[src/rtl/rc4_pkg.sv]
`timescale 1ns / 1ps
// Shared types and constants for the RC4 stream cipher block.
// Used by the interfaces, the controller, the datapath and the top level.
package rc4_pkg;

   localparam int BYTE_W        = 8;
   localparam int SBOX_DEPTH    = 256;
   localparam int MAX_KEY_BYTES = 256;

   // request opcodes
   localparam logic OPC_KEY  = 1'b0;
   localparam logic OPC_DATA = 1'b1;

   typedef enum logic [3:0] {
      ST_INIT,
      ST_IDLE,
      ST_FILL,
      ST_KSA_RD,
      ST_KSA_MIX,
      ST_KSA_SWAP_A,
      ST_KSA_SWAP_B,
      ST_PRGA_J,
      ST_PRGA_SWAP,
      ST_PRGA_OUT
   } ctrl_state_type;

   typedef enum logic [3:0] {
      OP_NONE,
      OP_KEY_LOAD,
      OP_FILL,
      OP_KSA_READ,
      OP_KSA_MIX,
      OP_KSA_SWAP_A,
      OP_KSA_SWAP_B,
      OP_PRGA_I,
      OP_PRGA_J,
      OP_PRGA_SWAP,
      OP_PRGA_OUT
   } dp_op_type;

   typedef struct packed {
      dp_op_type op;
   } dp_cmd_type;

   typedef struct packed {
      logic k_last;
   } dp_status_type;

endpackage

[src/rtl/rc4_ctrl.sv]
`timescale 1ns / 1ps
// Sequencer for the RC4 block: S-box init sweep, key schedule and PRGA steps.
// Issues rc4_pkg::dp_cmd_type commands to rc4_dp and owns the result valid flag.
module rc4_ctrl (
   input  logic                   clock,
   input  logic                   reset,
   input  logic                   req_valid,
   input  logic                   req_opcode,
   input  logic                   req_last_key_byte,
   output logic                   req_ready,
   output logic                   rsp_valid,
   input  logic                   rsp_ready,
   output rc4_pkg::dp_cmd_type    cmd,
   input  rc4_pkg::dp_status_type status
);

   rc4_pkg::ctrl_state_type state_ff, state_in;
   logic rsp_valid_ff, rsp_valid_in;

   always_ff @(posedge clock) begin
      if (reset) begin
         state_ff     <= rc4_pkg::ST_INIT;
         rsp_valid_ff <= 1'b0;
      end else begin
         state_ff     <= state_in;
         rsp_valid_ff <= rsp_valid_in;
      end
   end

   always_comb begin
      state_in  = state_ff;
      cmd.op    = rc4_pkg::OP_NONE;
      req_ready = 1'b0;
      unique case (state_ff)
         rc4_pkg::ST_INIT: begin
            cmd.op = rc4_pkg::OP_FILL;
            if (status.k_last) state_in = rc4_pkg::ST_IDLE;
         end
         rc4_pkg::ST_IDLE: begin
            req_ready = 1'b1;
            if (req_valid) begin
               if (req_opcode == rc4_pkg::OPC_DATA) begin
                  cmd.op   = rc4_pkg::OP_PRGA_I;
                  state_in = rc4_pkg::ST_PRGA_J;
               end else begin
                  cmd.op = rc4_pkg::OP_KEY_LOAD;
                  if (req_last_key_byte) state_in = rc4_pkg::ST_FILL;
               end
            end
         end
         rc4_pkg::ST_FILL: begin
            cmd.op = rc4_pkg::OP_FILL;
            if (status.k_last) state_in = rc4_pkg::ST_KSA_RD;
         end
         rc4_pkg::ST_KSA_RD: begin
            cmd.op   = rc4_pkg::OP_KSA_READ;
            state_in = rc4_pkg::ST_KSA_MIX;
         end
         rc4_pkg::ST_KSA_MIX: begin
            cmd.op   = rc4_pkg::OP_KSA_MIX;
            state_in = rc4_pkg::ST_KSA_SWAP_A;
         end
         rc4_pkg::ST_KSA_SWAP_A: begin
            cmd.op   = rc4_pkg::OP_KSA_SWAP_A;
            state_in = rc4_pkg::ST_KSA_SWAP_B;
         end
         rc4_pkg::ST_KSA_SWAP_B: begin
            cmd.op   = rc4_pkg::OP_KSA_SWAP_B;
            state_in = status.k_last ? rc4_pkg::ST_IDLE : rc4_pkg::ST_KSA_RD;
         end
         rc4_pkg::ST_PRGA_J: begin
            cmd.op   = rc4_pkg::OP_PRGA_J;
            state_in = rc4_pkg::ST_PRGA_SWAP;
         end
         rc4_pkg::ST_PRGA_SWAP: begin
            cmd.op   = rc4_pkg::OP_PRGA_SWAP;
            state_in = rc4_pkg::ST_PRGA_OUT;
         end
         rc4_pkg::ST_PRGA_OUT: begin
            // hold until the output register is free
            if (!rsp_valid_ff || rsp_ready) begin
               cmd.op   = rc4_pkg::OP_PRGA_OUT;
               state_in = rc4_pkg::ST_IDLE;
            end
         end
         default: state_in = rc4_pkg::ST_INIT;
      endcase
   end

   always_comb begin
      if (cmd.op == rc4_pkg::OP_PRGA_OUT) rsp_valid_in = 1'b1;
      else if (rsp_ready)                 rsp_valid_in = 1'b0;
      else                                rsp_valid_in = rsp_valid_ff;
   end

   assign rsp_valid = rsp_valid_ff;

   a_no_overwrite: assert property (@(posedge clock) disable iff (reset)
      cmd.op == rc4_pkg::OP_PRGA_OUT |-> (!rsp_valid_ff || rsp_ready))
      else $error("result register overwritten while held");

   a_prga_seq: assert property (@(posedge clock) disable iff (reset)
      cmd.op == rc4_pkg::OP_PRGA_I |=> cmd.op == rc4_pkg::OP_PRGA_J)
      else $error("PRGA step sequence broken");

   a_rsp_source: assert property (@(posedge clock) disable iff (reset)
      $rose(rsp_valid_ff) |-> $past(cmd.op) == rc4_pkg::OP_PRGA_OUT)
      else $error("result valid raised without a PRGA output step");

endmodule

[config.mk]
export PLATFORM = sky130hd
export DESIGN_NAME = rc4_ctrl
export DESIGN_NICKNAME = d
export VERILOG_FILES = /design/src/rtl/rc4_pkg.sv /design/src/rtl/rc4_ctrl.sv
export SDC_FILE = /design/constraint.sdc
export NUM_CORES = 1
export LEC_CHECK = 0
export ABC_AREA = 1
export BUFFER_PORTS_ARGS = -buffer_cell sky130_fd_sc_hd__buf_4
export CELL_PAD_IN_SITES_DETAIL_PLACEMENT = 1
export CELL_PAD_IN_SITES_GLOBAL_PLACEMENT = 2
export CORE_MARGIN = 1
export CORE_UTILIZATION = 23
export CTS_BUF_LIST = sky130_fd_sc_hd__clkbuf_4 sky130_fd_sc_hd__clkbuf_8
export DETAILED_ROUTE_END_ITERATION = 8
export HOLD_SLACK_MARGIN = 0.06
export PLACE_DENSITY = 0.79
export SLEW_MARGIN = 20
export SYNTH_ARGS = -nofsm -noshare
export SYNTH_HDL_FRONTEND = slang
export SYNTH_SLANG_ARGS = --single-unit
export TNS_END_PERCENT = 1
[constraint.sdc]
create_clock -name clock -period 0.9 [get_ports clock]
set_input_delay 0.09 -clock clock [delete_from_list [all_inputs] [get_ports clock]]
set_output_delay 0.09 -clock clock [all_outputs]
set_load 0.01 [all_outputs]
Word level (Yosys, flattened, before mapping)
Index checks and enable logic that the tools add are counted.
{"block": "totals", "latch_bits": 0, "regBits": 5, "mem_bits_ro": 0, "out_inout_bits": 6, "input_bits": 7, "elab_cells": 38, "memories": 0, "mem_bits_rw": 0}
{"block": "classes", "mux": 15, "div_mod_pow": 0, "n_reduce_logical": 6, "mul": 0, "bitwise_logic": 0, "n_addsub": 0, "n_eq_ne": 15, "n_lt_le_gt_ge": 0, "n_shift": 0}
{"operator": "$pmux W4 S10", "n": 1}
{"operator": "$pmux W4 S9", "n": 1}
{"operator": "$mux W4", "n": 7}
{"operator": "$eq A4 B3 Y1 const B", "n": 4}
{"operator": "$eq A4 B4 Y1 const B", "n": 3}
{"operator": "$eq A4 B2 Y1 const B", "n": 2}
{"operator": "$ne A2 B2 Y1 const B", "n": 4}
{"operator": "$mux W3", "n": 2}
{"operator": "$reduce_and A5 Y1", "n": 1}
{"operator": "$eq A4 B1 Y1 const B", "n": 1}
{"operator": "$logic_not A4 Y1", "n": 1}
{"operator": "$mux W1", "n": 3}
{"operator": "$ne A3 B3 Y1 const B", "n": 1}
{"operator": "$mux W2", "n": 1}
{"operator": "$reduce_bool A2 Y1", "n": 1}
{"operator": "$reduce_or A2 Y1", "n": 1}
{"operator": "$logic_not A1 Y1", "n": 1}
{"operator": "$logic_or A1 B1 Y1", "n": 1}

Depth between registers and ports, before layout
{"block": "logic_depth", "depth_word": 6, "mapped_depth": 8, "mapped_depth_nobuf": 7}

Least setup slack after synthesis
Ideal clock, no wire load.
{"block": "synth_timing", "path_type": "flip-flop to output port", "from": "reg state_ff[1]", "to": "out cmd[2] in the netlist's numbering", "stages_incl_launch_ff": 7, "n_path_buf": 1, "t_arrival_ns": 0.971, "required_ns": 0.810, "path_slack_ns": -0.161, "cell_sequence": "dfxtp_1 > buf_6 > inv_2 > nand2_1 > nor2_2 > nand3_1 > o21ai_0"}
{"element": "from (decl)", "line": "rc4_ctrl.sv:17", "source": "rc4_pkg::ctrl_state_type state_ff, state_in;"}
{"element": "from (signal assigned)", "line": "rc4_ctrl.sv:22", "source": "state_ff <= rc4_pkg::ST_INIT;"}
{"element": "from (signal assigned)", "line": "rc4_ctrl.sv:25", "source": "state_ff <= state_in;"}
{"element": "to (decl)", "line": "rc4_ctrl.sv:13", "source": "output rc4_pkg::dp_cmd_type cmd,"}

==> flow_summary.ini <==
[global_route]
grt_max_degree = 6
grtUsageTotal = 0.1853
antenna_found_initial = 0
grt.overflow.total = 0
grt_pass1_wl_um = 2628
first_global_vias = 626

[finish]
drive_gt1_frac = 0.6731
fillers = 224
multi_input_area_um2 = 357.8
final_cells = 129
antenna_cells = 0
nets = 112
seq_area_um2 = 115.1
area_delta_synth_final_pct = 101.5

[floorplan]
io_pins = 13
die-area_um2 = 2025
initial_core_util = 0.2464
core_area_um2 = 1727
rows = 15
fp.dieW_um = 45.01
die_y_um = 45.01

[timing]
finalWorstSetupSlack_ns = -0.4207
setup_violations = 10
hold_viol = 0
clock_skew_ns = 0.0009822
holdWs_ns = 0.1670
fin_crit_sh = 1.467
fin_crit_ns = 1.321
finalSetupTns_ns = -3.592
fmax_ghz = 0.7572
slew_viol_final = 0
slew_headroom = 0.8588
rsz0062_at_grt = yes
worst_pin_slew_ns = 0.2113

[placement]
pre_cts_ws_ns = -0.2703
dp_hpwl_um = 1161
dp.cells = 117
io_buffers = 12
gp_congestion = 0.8010

[setup_path]
rr_startpoint = state_ff[0]
start_kind = flip-flop
cp-end-kind = output pin
required_ns = 0.81
crit_type = reg2out
path_max_fanout = 4
r2r_cells = 8
crit_arrival_ns = 1.23
reg2reg_setup_slack_ns = -0.36
r2r-end = state_ff[2]

[clock_tree]
clock_path_buffers = 2
clock_latency_ns = 0.24
cts-root-buf = clkbuf_4
clk_pin_slew_ns = 0.04
clkSinkCount = 5
cts_tree = done
cts_made_buffers = 3
h-tree-depth = 1

[status]
outcome = complete, but fails checks
violations = setup timing

[yosys]
ys.flop_type = dfxtp_1
synth_cell_types = 21
yosysWarningCount = 0
synthArstFlopShare = 0
syn_area_per_cell_um2 = 6.446
syn_inst = 66
netlist_area_um2 = 425.4
synth_edf_count = 0
synthesis.nets = 73
yosysSeqAreaShare = 0.2353
ys_ff_latch = 5

[route]
firstDrtPassIters = 4
via_per_inst = 4.550
ant_nets = 0
route.detailed.drc = 0
vias = 587
initialDrtViolationCount = 1
wl_per_cell_um = 13.40
routed_wl_um = 1729

[power_and_ir_drop]
pwr_density_cell_nw_per_um2 = 1354
peakVddDrop_mv = 0.6316
leakagePower_nw = 0.3969

[min_path]
min_path_type = in2reg
hold_depth = 4
worst_hold_path.endpoint = state_ff[1]
min-delay-start = status

[flow_run]
cap_violations = 0
==> kinds of logic (layout without fill, tap and decap cells) <==
family          after synthesis  after routing  synth area share
compound gates               13             13            0.2000
flops                         5              5            0.2353
buf+inv                      12             50            0.1235
simple gates                 36             36            0.4412
==> synthesized netlist by cell type, drive strengths merged (2+ instances only) <==
master / number / area (um2)
a21oi: 5 / 28.78
nand3: 7 / 40.04
nor2: 14 / 75.08
nand2: 12 / 50.05
nand4: 2 / 12.51
inv: 11 / 41.29
o21ai: 4 / 20.01
dfxtp: 5 / 100.1
==> repair_timing <==
action	CTS	global route
hold buffers	1	0
endpoints found under the setup margin	10	10
pin swaps	7	3
resized for setup	19	5
hold endpoints to repair	5	0
setup buffers	4	3
==> cells in the final DEF (no fill, tap or decap), drive strengths merged <==
cell type and n:
a21oi 5, a31oi 1, buf 34, clkbuf 4, dfxtp 5, dlygate4sd3 1
inv 11, nand2 12, nand3 7, nand4 2, nor2 14, nor3 1
o2111ai 1, o21ai 4, o221ai 1, o22ai 1
==> critical path, stage by stage (launching register included) <==
cell       delay [ns]
dfxtp_4          0.38
inv_6            0.04
nor2_4           0.19
nand3_2          0.14
o2111ai_2        0.08
buf_4            0.14
==> final cells by class <==
type,instances,share of cell area
clock buffer,4,0.03504
tap,25,0.03650
multi-input combinational,49,0.4175
timing repair buffer,35,0.3139
inverter,11,0.06277
sequential,5,0.1343
==> metal layers <==
layer  vias to the layer above  share of wire  GRT usage
met5                         -              0          0
met4                         0         0.0081    0.06667
met3                         2          0.029    0.05200
met2                        14           0.54     0.3536
met1                       276           0.42     0.1884
li1                        295              -          -
==> registers in the layout (all words and copies together) (netlist names) <==
register and cells:
rsp_valid 1, state_ff 4
==> worst max path at each step <==
stage,startpoint,endpoint,slack (ns),depth (start not counted)
detailed placement,state_ff[1],cmd[0],-0.27,6
finish,state_ff[0],cmd[1],-0.42,5
global placement,state_ff[3],state_ff[2],-0.25,6
floorplan,state_ff[0],state_ff[1],-0.09,7
CTS,state_ff[0],cmd[1],-0.43,5
global route,state_ff[0],cmd[1],-0.49,5
==> metrics by stage <==
stage / instance area, um2 / total power [mW] / util
final: 857.1 / 1.161 / 0.4964
after CTS: 810.8 / 1.117 / 0.4696
after global placement: 679.4 / 0.7206 / 0.3935
after detailed placement: 679.4 / 0.7297 / 0.3935
after global routing: 857.1 / 1.236 / 0.4964
after floorplan: 456.7 / 0.5199 / -
==> report_power, final <==
| part | internal (mW) | total, mW | switching, mW |
|---|---|---|---|
| clock network | 0.198 | 0.298 | 0.100 |
| registers | 0.240 | 0.276 | 0.0357 |
| logic | 0.303 | 0.587 | 0.284 |
| total | 0.741 | 1.16 | 0.420 |
Power figures use the tool's default switching activity.
