<file path="src/rtl/rc4_pkg.sv">
`timescale 1ns / 1ps
// Shared types and constants for the RC4 stream cipher block.
// Used by the interfaces, the controller, the datapath and the top level.
package rc4_pkg;

   localparam int BYTE_W        = 8;
   localparam int SBOX_DEPTH    = 256;
   localparam int MAX_KEY_BYTES = 256;

   // request opcodes
   localparam logic OPC_KEY  = 1'b0;
   localparam logic OPC_DATA = 1'b1;

   typedef enum logic [3:0] {
      ST_INIT,
      ST_IDLE,
      ST_FILL,
      ST_KSA_RD,
      ST_KSA_MIX,
      ST_KSA_SWAP_A,
      ST_KSA_SWAP_B,
      ST_PRGA_J,
      ST_PRGA_SWAP,
      ST_PRGA_OUT
   } ctrl_state_type;

   typedef enum logic [3:0] {
      OP_NONE,
      OP_KEY_LOAD,
      OP_FILL,
      OP_KSA_READ,
      OP_KSA_MIX,
      OP_KSA_SWAP_A,
      OP_KSA_SWAP_B,
      OP_PRGA_I,
      OP_PRGA_J,
      OP_PRGA_SWAP,
      OP_PRGA_OUT
   } dp_op_type;

   typedef struct packed {
      dp_op_type op;
   } dp_cmd_type;

   typedef struct packed {
      logic k_last;
   } dp_status_type;

endpackage

</file>
<file path="src/rtl/rc4_dp.sv">
`timescale 1ns / 1ps
// Datapath for the RC4 block: S-box memory, key store, indices and output byte.
// Driven by rc4_ctrl through rc4_pkg::dp_cmd_type.
module rc4_dp #(
   parameter int MAX_KEY_BYTES = rc4_pkg::MAX_KEY_BYTES
) (
   input  logic                        clock,
   input  logic                        reset,
   input  rc4_pkg::dp_cmd_type         cmd,
   output rc4_pkg::dp_status_type      status,
   input  logic [rc4_pkg::BYTE_W-1:0]  in_byte,
   output logic [rc4_pkg::BYTE_W-1:0]  out_byte
);

   localparam int IdxW    = $clog2(rc4_pkg::SBOX_DEPTH);
   localparam int KeyIdxW = (MAX_KEY_BYTES > 1) ? $clog2(MAX_KEY_BYTES) : 1;
   localparam int LenW    = $clog2(MAX_KEY_BYTES + 1);
   localparam int BW      = rc4_pkg::BYTE_W;

   logic [BW-1:0] sbox_mem [rc4_pkg::SBOX_DEPTH];
   logic [BW-1:0] key_mem  [MAX_KEY_BYTES];

   logic [IdxW-1:0]    i_ff, i_in, j_ff, j_in, k_ff, k_in, t_ff, t_in;
   logic [KeyIdxW-1:0] pos_ff, pos_in;
   logic [LenW-1:0]    len_ff, len_in;
   logic [BW-1:0]      si_ff, si_in, sj_ff, sj_in, byte_ff, byte_in, out_ff, out_in;
   logic [BW-1:0]      sbox_rdata_ff, key_rdata_ff;

   logic            sbox_we, sbox_re, key_we, key_re;
   logic [IdxW-1:0] sbox_waddr, sbox_raddr;
   logic [BW-1:0]   sbox_wdata, ks_sel;
   logic [IdxW-1:0] mix_sum, jp_sum, t_sum;
   logic            pos_wrap;

   always_ff @(posedge clock) begin
      if (sbox_we) sbox_mem[sbox_waddr] <= sbox_wdata;
      if (sbox_re) sbox_rdata_ff <= sbox_mem[sbox_raddr];
   end

   always_ff @(posedge clock) begin
      if (key_we) key_mem[len_ff[KeyIdxW-1:0]] <= in_byte;
      if (key_re) key_rdata_ff <= key_mem[pos_ff];
   end

   always_ff @(posedge clock) begin
      if (reset) begin
         i_ff   <= '0;
         j_ff   <= '0;
         k_ff   <= '0;
         pos_ff <= '0;
         len_ff <= '0;
      end else begin
         i_ff   <= i_in;
         j_ff   <= j_in;
         k_ff   <= k_in;
         pos_ff <= pos_in;
         len_ff <= len_in;
      end
   end

   always_ff @(posedge clock) begin
      si_ff   <= si_in;
      sj_ff   <= sj_in;
      t_ff    <= t_in;
      byte_ff <= byte_in;
      out_ff  <= out_in;
   end

   assign mix_sum  = j_ff + sbox_rdata_ff + key_rdata_ff;
   assign jp_sum   = j_ff + sbox_rdata_ff;
   assign t_sum    = si_ff + sbox_rdata_ff;
   assign pos_wrap = ((LenW+1)'(pos_ff) + (LenW+1)'(1)) >= (LenW+1)'(len_ff);

   // S[t] after both swap writes: the later write to j wins
   always_comb begin
      if (t_ff == j_ff)      ks_sel = si_ff;
      else if (t_ff == i_ff) ks_sel = sj_ff;
      else                   ks_sel = sbox_rdata_ff;
   end

   always_comb begin
      i_in       = i_ff;
      j_in       = j_ff;
      k_in       = k_ff;
      t_in       = t_ff;
      pos_in     = pos_ff;
      len_in     = len_ff;
      si_in      = si_ff;
      sj_in      = sj_ff;
      byte_in    = byte_ff;
      out_in     = out_ff;
      sbox_we    = 1'b0;
      sbox_re    = 1'b0;
      key_we     = 1'b0;
      key_re     = 1'b0;
      sbox_waddr = k_ff;
      sbox_raddr = k_ff;
      sbox_wdata = sbox_rdata_ff;
      unique case (cmd.op)
         rc4_pkg::OP_NONE: ;
         rc4_pkg::OP_KEY_LOAD: begin
            // drop bytes beyond the key store
            if (len_ff < LenW'(MAX_KEY_BYTES)) begin
               key_we = 1'b1;
               len_in = len_ff + LenW'(1);
            end
         end
         rc4_pkg::OP_FILL: begin
            sbox_we    = 1'b1;
            sbox_waddr = k_ff;
            sbox_wdata = BW'(k_ff);
            k_in       = k_ff + IdxW'(1);
            j_in       = '0;
         end
         rc4_pkg::OP_KSA_READ: begin
            sbox_re    = 1'b1;
            sbox_raddr = k_ff;
            key_re     = 1'b1;
         end
         rc4_pkg::OP_KSA_MIX: begin
            j_in       = mix_sum;
            si_in      = sbox_rdata_ff;
            sbox_re    = 1'b1;
            sbox_raddr = mix_sum;
         end
         rc4_pkg::OP_KSA_SWAP_A: begin
            sbox_we    = 1'b1;
            sbox_waddr = k_ff;
            sbox_wdata = sbox_rdata_ff;
         end
         rc4_pkg::OP_KSA_SWAP_B: begin
            sbox_we    = 1'b1;
            sbox_waddr = j_ff;
            sbox_wdata = si_ff;
            k_in       = k_ff + IdxW'(1);
            pos_in     = pos_wrap ? '0 : pos_ff + KeyIdxW'(1);
            if (status.k_last) begin
               i_in   = '0;
               j_in   = '0;
               len_in = '0;
               pos_in = '0;
            end
         end
         rc4_pkg::OP_PRGA_I: begin
            i_in       = i_ff + IdxW'(1);
            sbox_re    = 1'b1;
            sbox_raddr = i_ff + IdxW'(1);
            byte_in    = in_byte;
         end
         rc4_pkg::OP_PRGA_J: begin
            si_in      = sbox_rdata_ff;
            j_in       = jp_sum;
            sbox_re    = 1'b1;
            sbox_raddr = jp_sum;
         end
         rc4_pkg::OP_PRGA_SWAP: begin
            sj_in      = sbox_rdata_ff;
            sbox_we    = 1'b1;
            sbox_waddr = i_ff;
            sbox_wdata = sbox_rdata_ff;
            sbox_re    = 1'b1;
            sbox_raddr = t_sum;
            t_in       = t_sum;
         end
         rc4_pkg::OP_PRGA_OUT: begin
            sbox_we    = 1'b1;
            sbox_waddr = j_ff;
            sbox_wdata = si_ff;
            out_in     = byte_ff ^ ks_sel;
         end
         default: ;
      endcase
   end

   assign status.k_last = (k_ff == {IdxW{1'b1}});
   assign out_byte      = out_ff;

   a_len_bound: assert property (@(posedge clock) disable iff (reset)
      len_ff <= LenW'(MAX_KEY_BYTES))
      else $error("key length beyond key store");

   a_pos_bound: assert property (@(posedge clock) disable iff (reset)
      len_ff != '0 |-> (LenW+1)'(pos_ff) < (LenW+1)'(len_ff))
      else $error("key position outside loaded key");

   a_ksa_end: assert property (@(posedge clock) disable iff (reset)
      (cmd.op == rc4_pkg::OP_KSA_SWAP_B && status.k_last)
      |=> (i_ff == '0 && j_ff == '0 && len_ff == '0 && k_ff == '0))
      else $error("indices not cleared after key schedule");

endmodule

</file>
<file path="config.mk">
export PLATFORM = sky130hd
export DESIGN_NAME = rc4_dp
export DESIGN_NICKNAME = d
export VERILOG_FILES = /design/src/rtl/rc4_pkg.sv /design/src/rtl/rc4_dp.sv
export SDC_FILE = /design/constraint.sdc
export NUM_CORES = 2
export LEC_CHECK = 0
export BUFFER_PORTS_ARGS = -buffer_cell sky130_fd_sc_hd__buf_2
export CORE_ASPECT_RATIO = 1.4
export CORE_MARGIN = 4
export CORE_UTILIZATION = 40
export CTS_CLUSTER_SIZE = 40
export DETAILED_ROUTE_END_ITERATION = 10
export PLACE_DENSITY_LB_ADDON = 0.15
export SETUP_SLACK_MARGIN = 0.4
export SYNTH_ARGS = -nofsm -noshare
export SYNTH_HDL_FRONTEND = slang
export SYNTH_SLANG_ARGS = --single-unit
</file>
<file path="constraint.sdc">
create_clock -name clock -period 10.4 [get_ports clock]
set_input_delay 1.56 -clock clock [delete_from_list [all_inputs] [get_ports clock]]
set_output_delay 1.56 -clock clock [all_outputs]
set_load 0.01 [all_outputs]
</file>
Word-level counts from Yosys, hierarchy flattened
Memory sizes are Yosys's and may differ from the RTL's. A register that Yosys moved wholly into a read port is not among the register bits.
Cells that the tools add are included.
{ "op_classes": {"addsub": 8, "n_lt_le_gt_ge": 2, "eq_ne": 15, "muxes": 22, "bitwise": 1, "n_reduce_logical": 11} }
{ "ops": {"columns": ["cell", "count"], "rows": [
  ["$pmux W8 S4", 2],
  ["$pmux W8 S2", 3],
  ["$mux W8", 5],
  ["$add A8 B1 Y8 const B", 3],
  ["$add A8 B8 Y8", 3],
  ["$mux W9", 2],
  ["$pmux W9 S2", 1],
  ["$eq A4 B3 Y1 const B", 4],
  ["$eq A8 B8 Y1", 2],
  ["$eq A4 B4 Y1 const B", 3],
  ["$reduce_or A5 Y1", 2],
  ["$add A8 B1 Y9 const B", 1],
  ["$add A9 B1 Y9 const B", 1],
  ["$ge A9 B9 Y1", 1],
  ["$lt A9 B9 Y1 const B", 1],
  ["$mux W1", 9],
  ["$eq A4 B2 Y1 const B", 2],
  ["$eq A8 B8 Y1 const B", 1],
  ["$xor A8 B8 Y8", 1],
  ["$reduce_or A2 Y1", 3],
  ["$eq A4 B1 Y1 const B", 1],
  ["$ne A2 B2 Y1 const B", 2],
  ["$reduce_and A2 Y1", 2],
  ["$reduce_bool A2 Y1", 2],
  ["other kinds (2)", 2]
]} }
{ "word_totals": {"register_bits": 81, "ram_bits": 4096, "in_bits": 14, "out_inout_bits": 9, "elab_cells": 71, "mem_count": 2} }
{ "memory_table": {"columns": ["memory", "depth", "width", "rd", "rd_clocked_by_memory_dff", "wr", "line_no", "rtl"], "rows": [
  ["key_mem", 256, 8, 1, 1, 1, "rc4_dp.sv:21", "logic [BW-1:0] key_mem [MAX_KEY_BYTES];"],
  ["sbox_mem", 256, 8, 1, 1, 1, "rc4_dp.sv:20", "logic [BW-1:0] sbox_mem [rc4_pkg::SBOX_DEPTH];"]
]} }

Depth between registers and ports, before layout
{ "depth": {"depth_word": 5, "ltp_mapped": 19, "depth_no_buf": 16} }

Worst setup path before layout
No wires, ideal clock.
{ "synth_timing": {"path_type": "input to register", "from": "input port cmd[3] (netlist name)", "to": "memory sbox_mem[0][0] (netlist name) (data pin)", "setup_ps": 1578, "arrival_time_ps": 9458, "t_required_ps": 8823, "path_slack_ps": -635, "cell_stages": 6, "path_cell_list": "buf_2 > buf_2 > clkbuf_1 > clkbuf_1 > o31ai_1 > a21oi_1"} }
{ "synth_via": {"elab_chain_len": 3} }
{ "synth_lines": {"columns": ["item", "line_no", "rtl"], "rows": [
  ["from (decl)", "rc4_dp.sv:9", "input rc4_pkg::dp_cmd_type cmd,"],
  ["$eq A4 B3 Y1 or $eq A4 B4 Y1 (tied branches)", "rc4_dp.sv:99", "unique case (cmd.op)"],
  ["$reduce_or A2 Y1 (no line)", null, null],
  ["$pmux W8 S2 (*)", "rc4_dp.sv:99", null],
  ["via sbox_wdata[0]", "rc4_dp.sv:31", "logic [BW-1:0] sbox_wdata, ks_sel;"],
  ["to (decl)", "rc4_dp.sv:20", null]
]} }
Mark *: on every way through the listed nets, which the timed path passes. The rest lies on a longest branch.

Worst setup path in the final report
{ "layout_timing": {"from": "input port cmd[2] (netlist name)", "to": "register sbox_rdata_ff[4] (read register of sbox_mem) (data pin)"} }
{ "layout_via": {"elab_chain_len": 3} }
{ "layout_lines": {"columns": ["item", "line_no", "rtl"], "rows": [
  ["$eq A4 B4 Y1 (tied with other cells)", "rc4_dp.sv:99", null],
  ["$reduce_or A5 Y1 (no line)", null, null],
  ["$mux W1", "rc4_dp.sv:99", null],
  ["to (decl)", "rc4_dp.sv:27", "logic [BW-1:0] sbox_rdata_ff, key_rdata_ff;"]
]} }
Parallel ways exist; a longest one is shown, timed or not.
A chain may end at the register's enable or synchronous reset.

==> results.json <==
{
  "r2r_cells": 16,
  "hold_violations": 0,
  "core_region_area_um2": 416000,
  "synth_top_area_share": 0.745,
  "fp.dieArea_um2": 429000,
  "numCtsBuffers": 413,
  "vias": 90700,
  "final_max_slew_viol_count": 0,
  "die_h_um": 774,
  "dpl.cell_count": 15000,
  "cts.sinks": 4193,
  "final.setup_skew_ns": 0.0567,
  "drt-wirelength-per-cell_um": 31.3,
  "ios": 23,
  "synth-edff-count": 4152,
  "startpoint_type": "input port",
  "r2r_setup_slack_ns": 3.49,
  "fillCellCount": 36000,
  "final_common_cell": "edfxtp_1",
  "post_cts_resized": 0,
  "min_period_ns": 6.98,
  "worst_pin_slew_ns": 1.35,
  "fp.dieW_um": 555,
  "fmaxAchievable_mhz": 143,
  "seq_area_frac_synth": 0.749,
  "ctsHoldBuffers": 0,
  "cp.required_ns": 11.10,
  "synth.avg_cell_area_um2": 17.0,
  "routabilityCongestion": 0.848,
  "drt-vias-per-instance": 5.76,
  "htreeDepth": 5,
  "setup_violations": 0,
  "antenna_left": 0,
  "grt_pass1_vias": 91500,
  "setup_ws_ns": 3.42,
  "syn-num-nets": 9930,
  "power.density_nw_per_um2": 195,
  "syn_area_um2": 167000,
  "track_usage": 0.224,
  "cp-end-kind": "flip-flop",
  "max-vdd-ir-drop_mv": 0.177,
  "worstSkewPairLatency_ns": 1.02,
  "grt_max_degree": 201,
  "min_from": "len_ff[8]",
  "dr.pass1.iters": 8,
  "root_buffer": "clkbuf_16",
  "power_mw": 36.4,
  "async_reset_ff_frac": 0,
  "start_util": 0.402,
  "ys_ff_latch": 4193,
  "most-common-layout-cells": "edfxtp_1, nand2_1, mux4_2",
  "nNetsFinal": 9936,
  "finalCritPeriodShare": 0.671,
  "grt_remaining_overflow": 0,
  "postSynthCellCount": 9876,
  "cts_setup_buffers": 0,
  "whs_path_depth": 2,
  "first_iter_violations": 9519,
  "outcome": "completed",
  "whs_ns": 0.538,
  "p_leak_nw": 58.3,
  "yosysUniqueCellTypes": 92,
  "area_growth_pct": 11.5,
  "stdcell_count": 15700,
  "route.detailed.drc": 0,
  "synth_area_leaders": "edfxtp_1, mux4_2, nand2_1, mux2i_1, nand3_1",
  "max_cap_viol_count": 0,
  "critPathArrivalTime_ns": 7.68,
  "r2r-end": "sbox_rdata_ff[0]",
  "place_ws_ns": 2.44,
  "cts.clk_slew.worst_paths_ns": 0.07,
  "io_buffers": 22,
  "yosys_warnings": 0,
  "cpMaxStageDelayCell": "nand2_2",
  "path_class": "input port to flip-flop",
  "synth_top_cell_by_area": "edfxtp_1",
  "ys.flop_type": "edfxtp_1",
  "cp_max_fo": 29,
  "drive_gt1_frac": 0.155,
  "cts.path.max_buffers": 4,
  "cts_tree": "yes",
  "rows": 280,
  "grt_pass1_wl_um": 697000,
  "r2r_start": "sbox_rdata_ff[1]",
  "crit_chain": "buf_2 > nand4b_1 > inv_2 > a22o_1 > o31a_2 > nand2_2 > o32ai_1 > o32ai_1 > o31ai_1 > buf_4 > nand4b_1",
  "antenna_found_initial": 14,
  "totalWireLength_um": 492000,
  "maxSlewHeadroom": 0.0945,
  "dp_hpwl_um": 293000,
  "hold_path_class": "flip-flop to flip-flop",
  "holdPathEnd": "len_ff[8]",
  "rsz0062_at_grt": "no",
  "slowest_delay_ns": 0.99
}
power breakdown:
group	leakage, nW	switching, mW	total (mW)	internal [mW]
clock network	6.30	6.47	14.5	8.08
registers	37.7	0.0547	19.0	18.9
logic	14.3	2.12	2.86	0.741
layer usage:
| layer | vias to the layer above | part of all wire | GRT usage |
|---|---|---|---|
| met5 | - | 0.00010 | 0 |
| met4 | 8 | 0.050 | 0.0996 |
| met3 | 870 | 0.059 | 0.0351 |
| met2 | 3227 | 0.52 | 0.394 |
| met1 | 47800 | 0.37 | 0.272 |
| li1 | 38700 | - | - |
synth_stat cells, drive strengths merged (14+ instances only):
master  count
o21ai      78
nand2b     16
a21o       17
inv        58
a32oi      80
dfxtp      41
clkbuf    243
xnor2      36
o211ai     30
buf       383
mux2       14
and3      117
and2       15
edfxtp   4152
o22ai      25
a31oi     109
nand2    1653
mux2i     271
o31ai      15
a22oi      28
xor2       25
ha         37
a221oi     16
nor2      603
nor3       32
nand4      25
a311oi    101
nor4       19
a21oi     198
a211oi     41
nand3     538
mux4      708
how the worst max path moves through the flow:
stage / startpoint / to / slack (ns) / cells after the start
after floorplan: cmd[3] / sbox_mem[0][2] / -0.64 / 6
after global placement: cmd[2] / sbox_rdata_ff[2] / 2.19 / 12
after detailed placement: cmd[2] / sbox_rdata_ff[4] / 2.44 / 11
after CTS: cmd[2] / sbox_rdata_ff[4] / 3.46 / 11
after global routing: sbox_rdata_ff[1] / sbox_rdata_ff[0] / 3.34 / 16
final: cmd[2] / sbox_rdata_ff[4] / 3.42 / 11
cell type report:
class                      instances  area [um^2]  share of cell area
sequential                      4193       126000               0.672
clock buffer                     512        10900              0.0582
inverter                          59          221             0.00119
antenna                            9         22.5            0.000121
multi-input combinational       4998        39100               0.209
timing repair buffer             217         2110              0.0113
tap                             5499         6880              0.0368
clock inverter                   252         2060              0.0110
registers in the layout, indices dropped and copies added, names as in the netlist:
signal and cells:
key_mem 2048, sbox_mem 2048, len_ff 9, byte_ff 8, i_ff 8, j_ff 8, k_ff 8, key_rdata_ff 8
out_byte 8, pos_ff 8, sbox_rdata_ff 8, si_ff 8, sj_ff 8, t_ff 8
critical path: cells and delay by family:
kind	cells	cell delay (ns)
compound gates	5	2.83
buf+inv	3	1.39
simple gates	3	1.82
cell families (layout without fill, tap and decap cells):
group | after synthesis | in the layout | synth area share
DFF | 4193 | 4193 | 0.749
buffers and inverters | 685 | 1040 | 0.0195
and+or+nand+nor | 3071 | 3071 | 0.0775
AOI/OAI and AO/OA | 833 | 833 | 0.0349
adders and majority gates | 40 | 40 | 0.00312
other | 0 | 9 | 0
muxes | 993 | 993 | 0.112
xor gates and xnor gates | 61 | 61 | 0.00319
per-stage QoR:
step                       TNS, ns  utilization  instance area (um^2)
after global placement           0        0.418                174000
after detailed placement         0        0.418                174000
final                            0        0.449                187000
after global routing             0        0.449                187000
after CTS                        0        0.449                187000
after floorplan           -1114.97            -                167000
No activity file was read; power rests on OpenSTA's default activity.
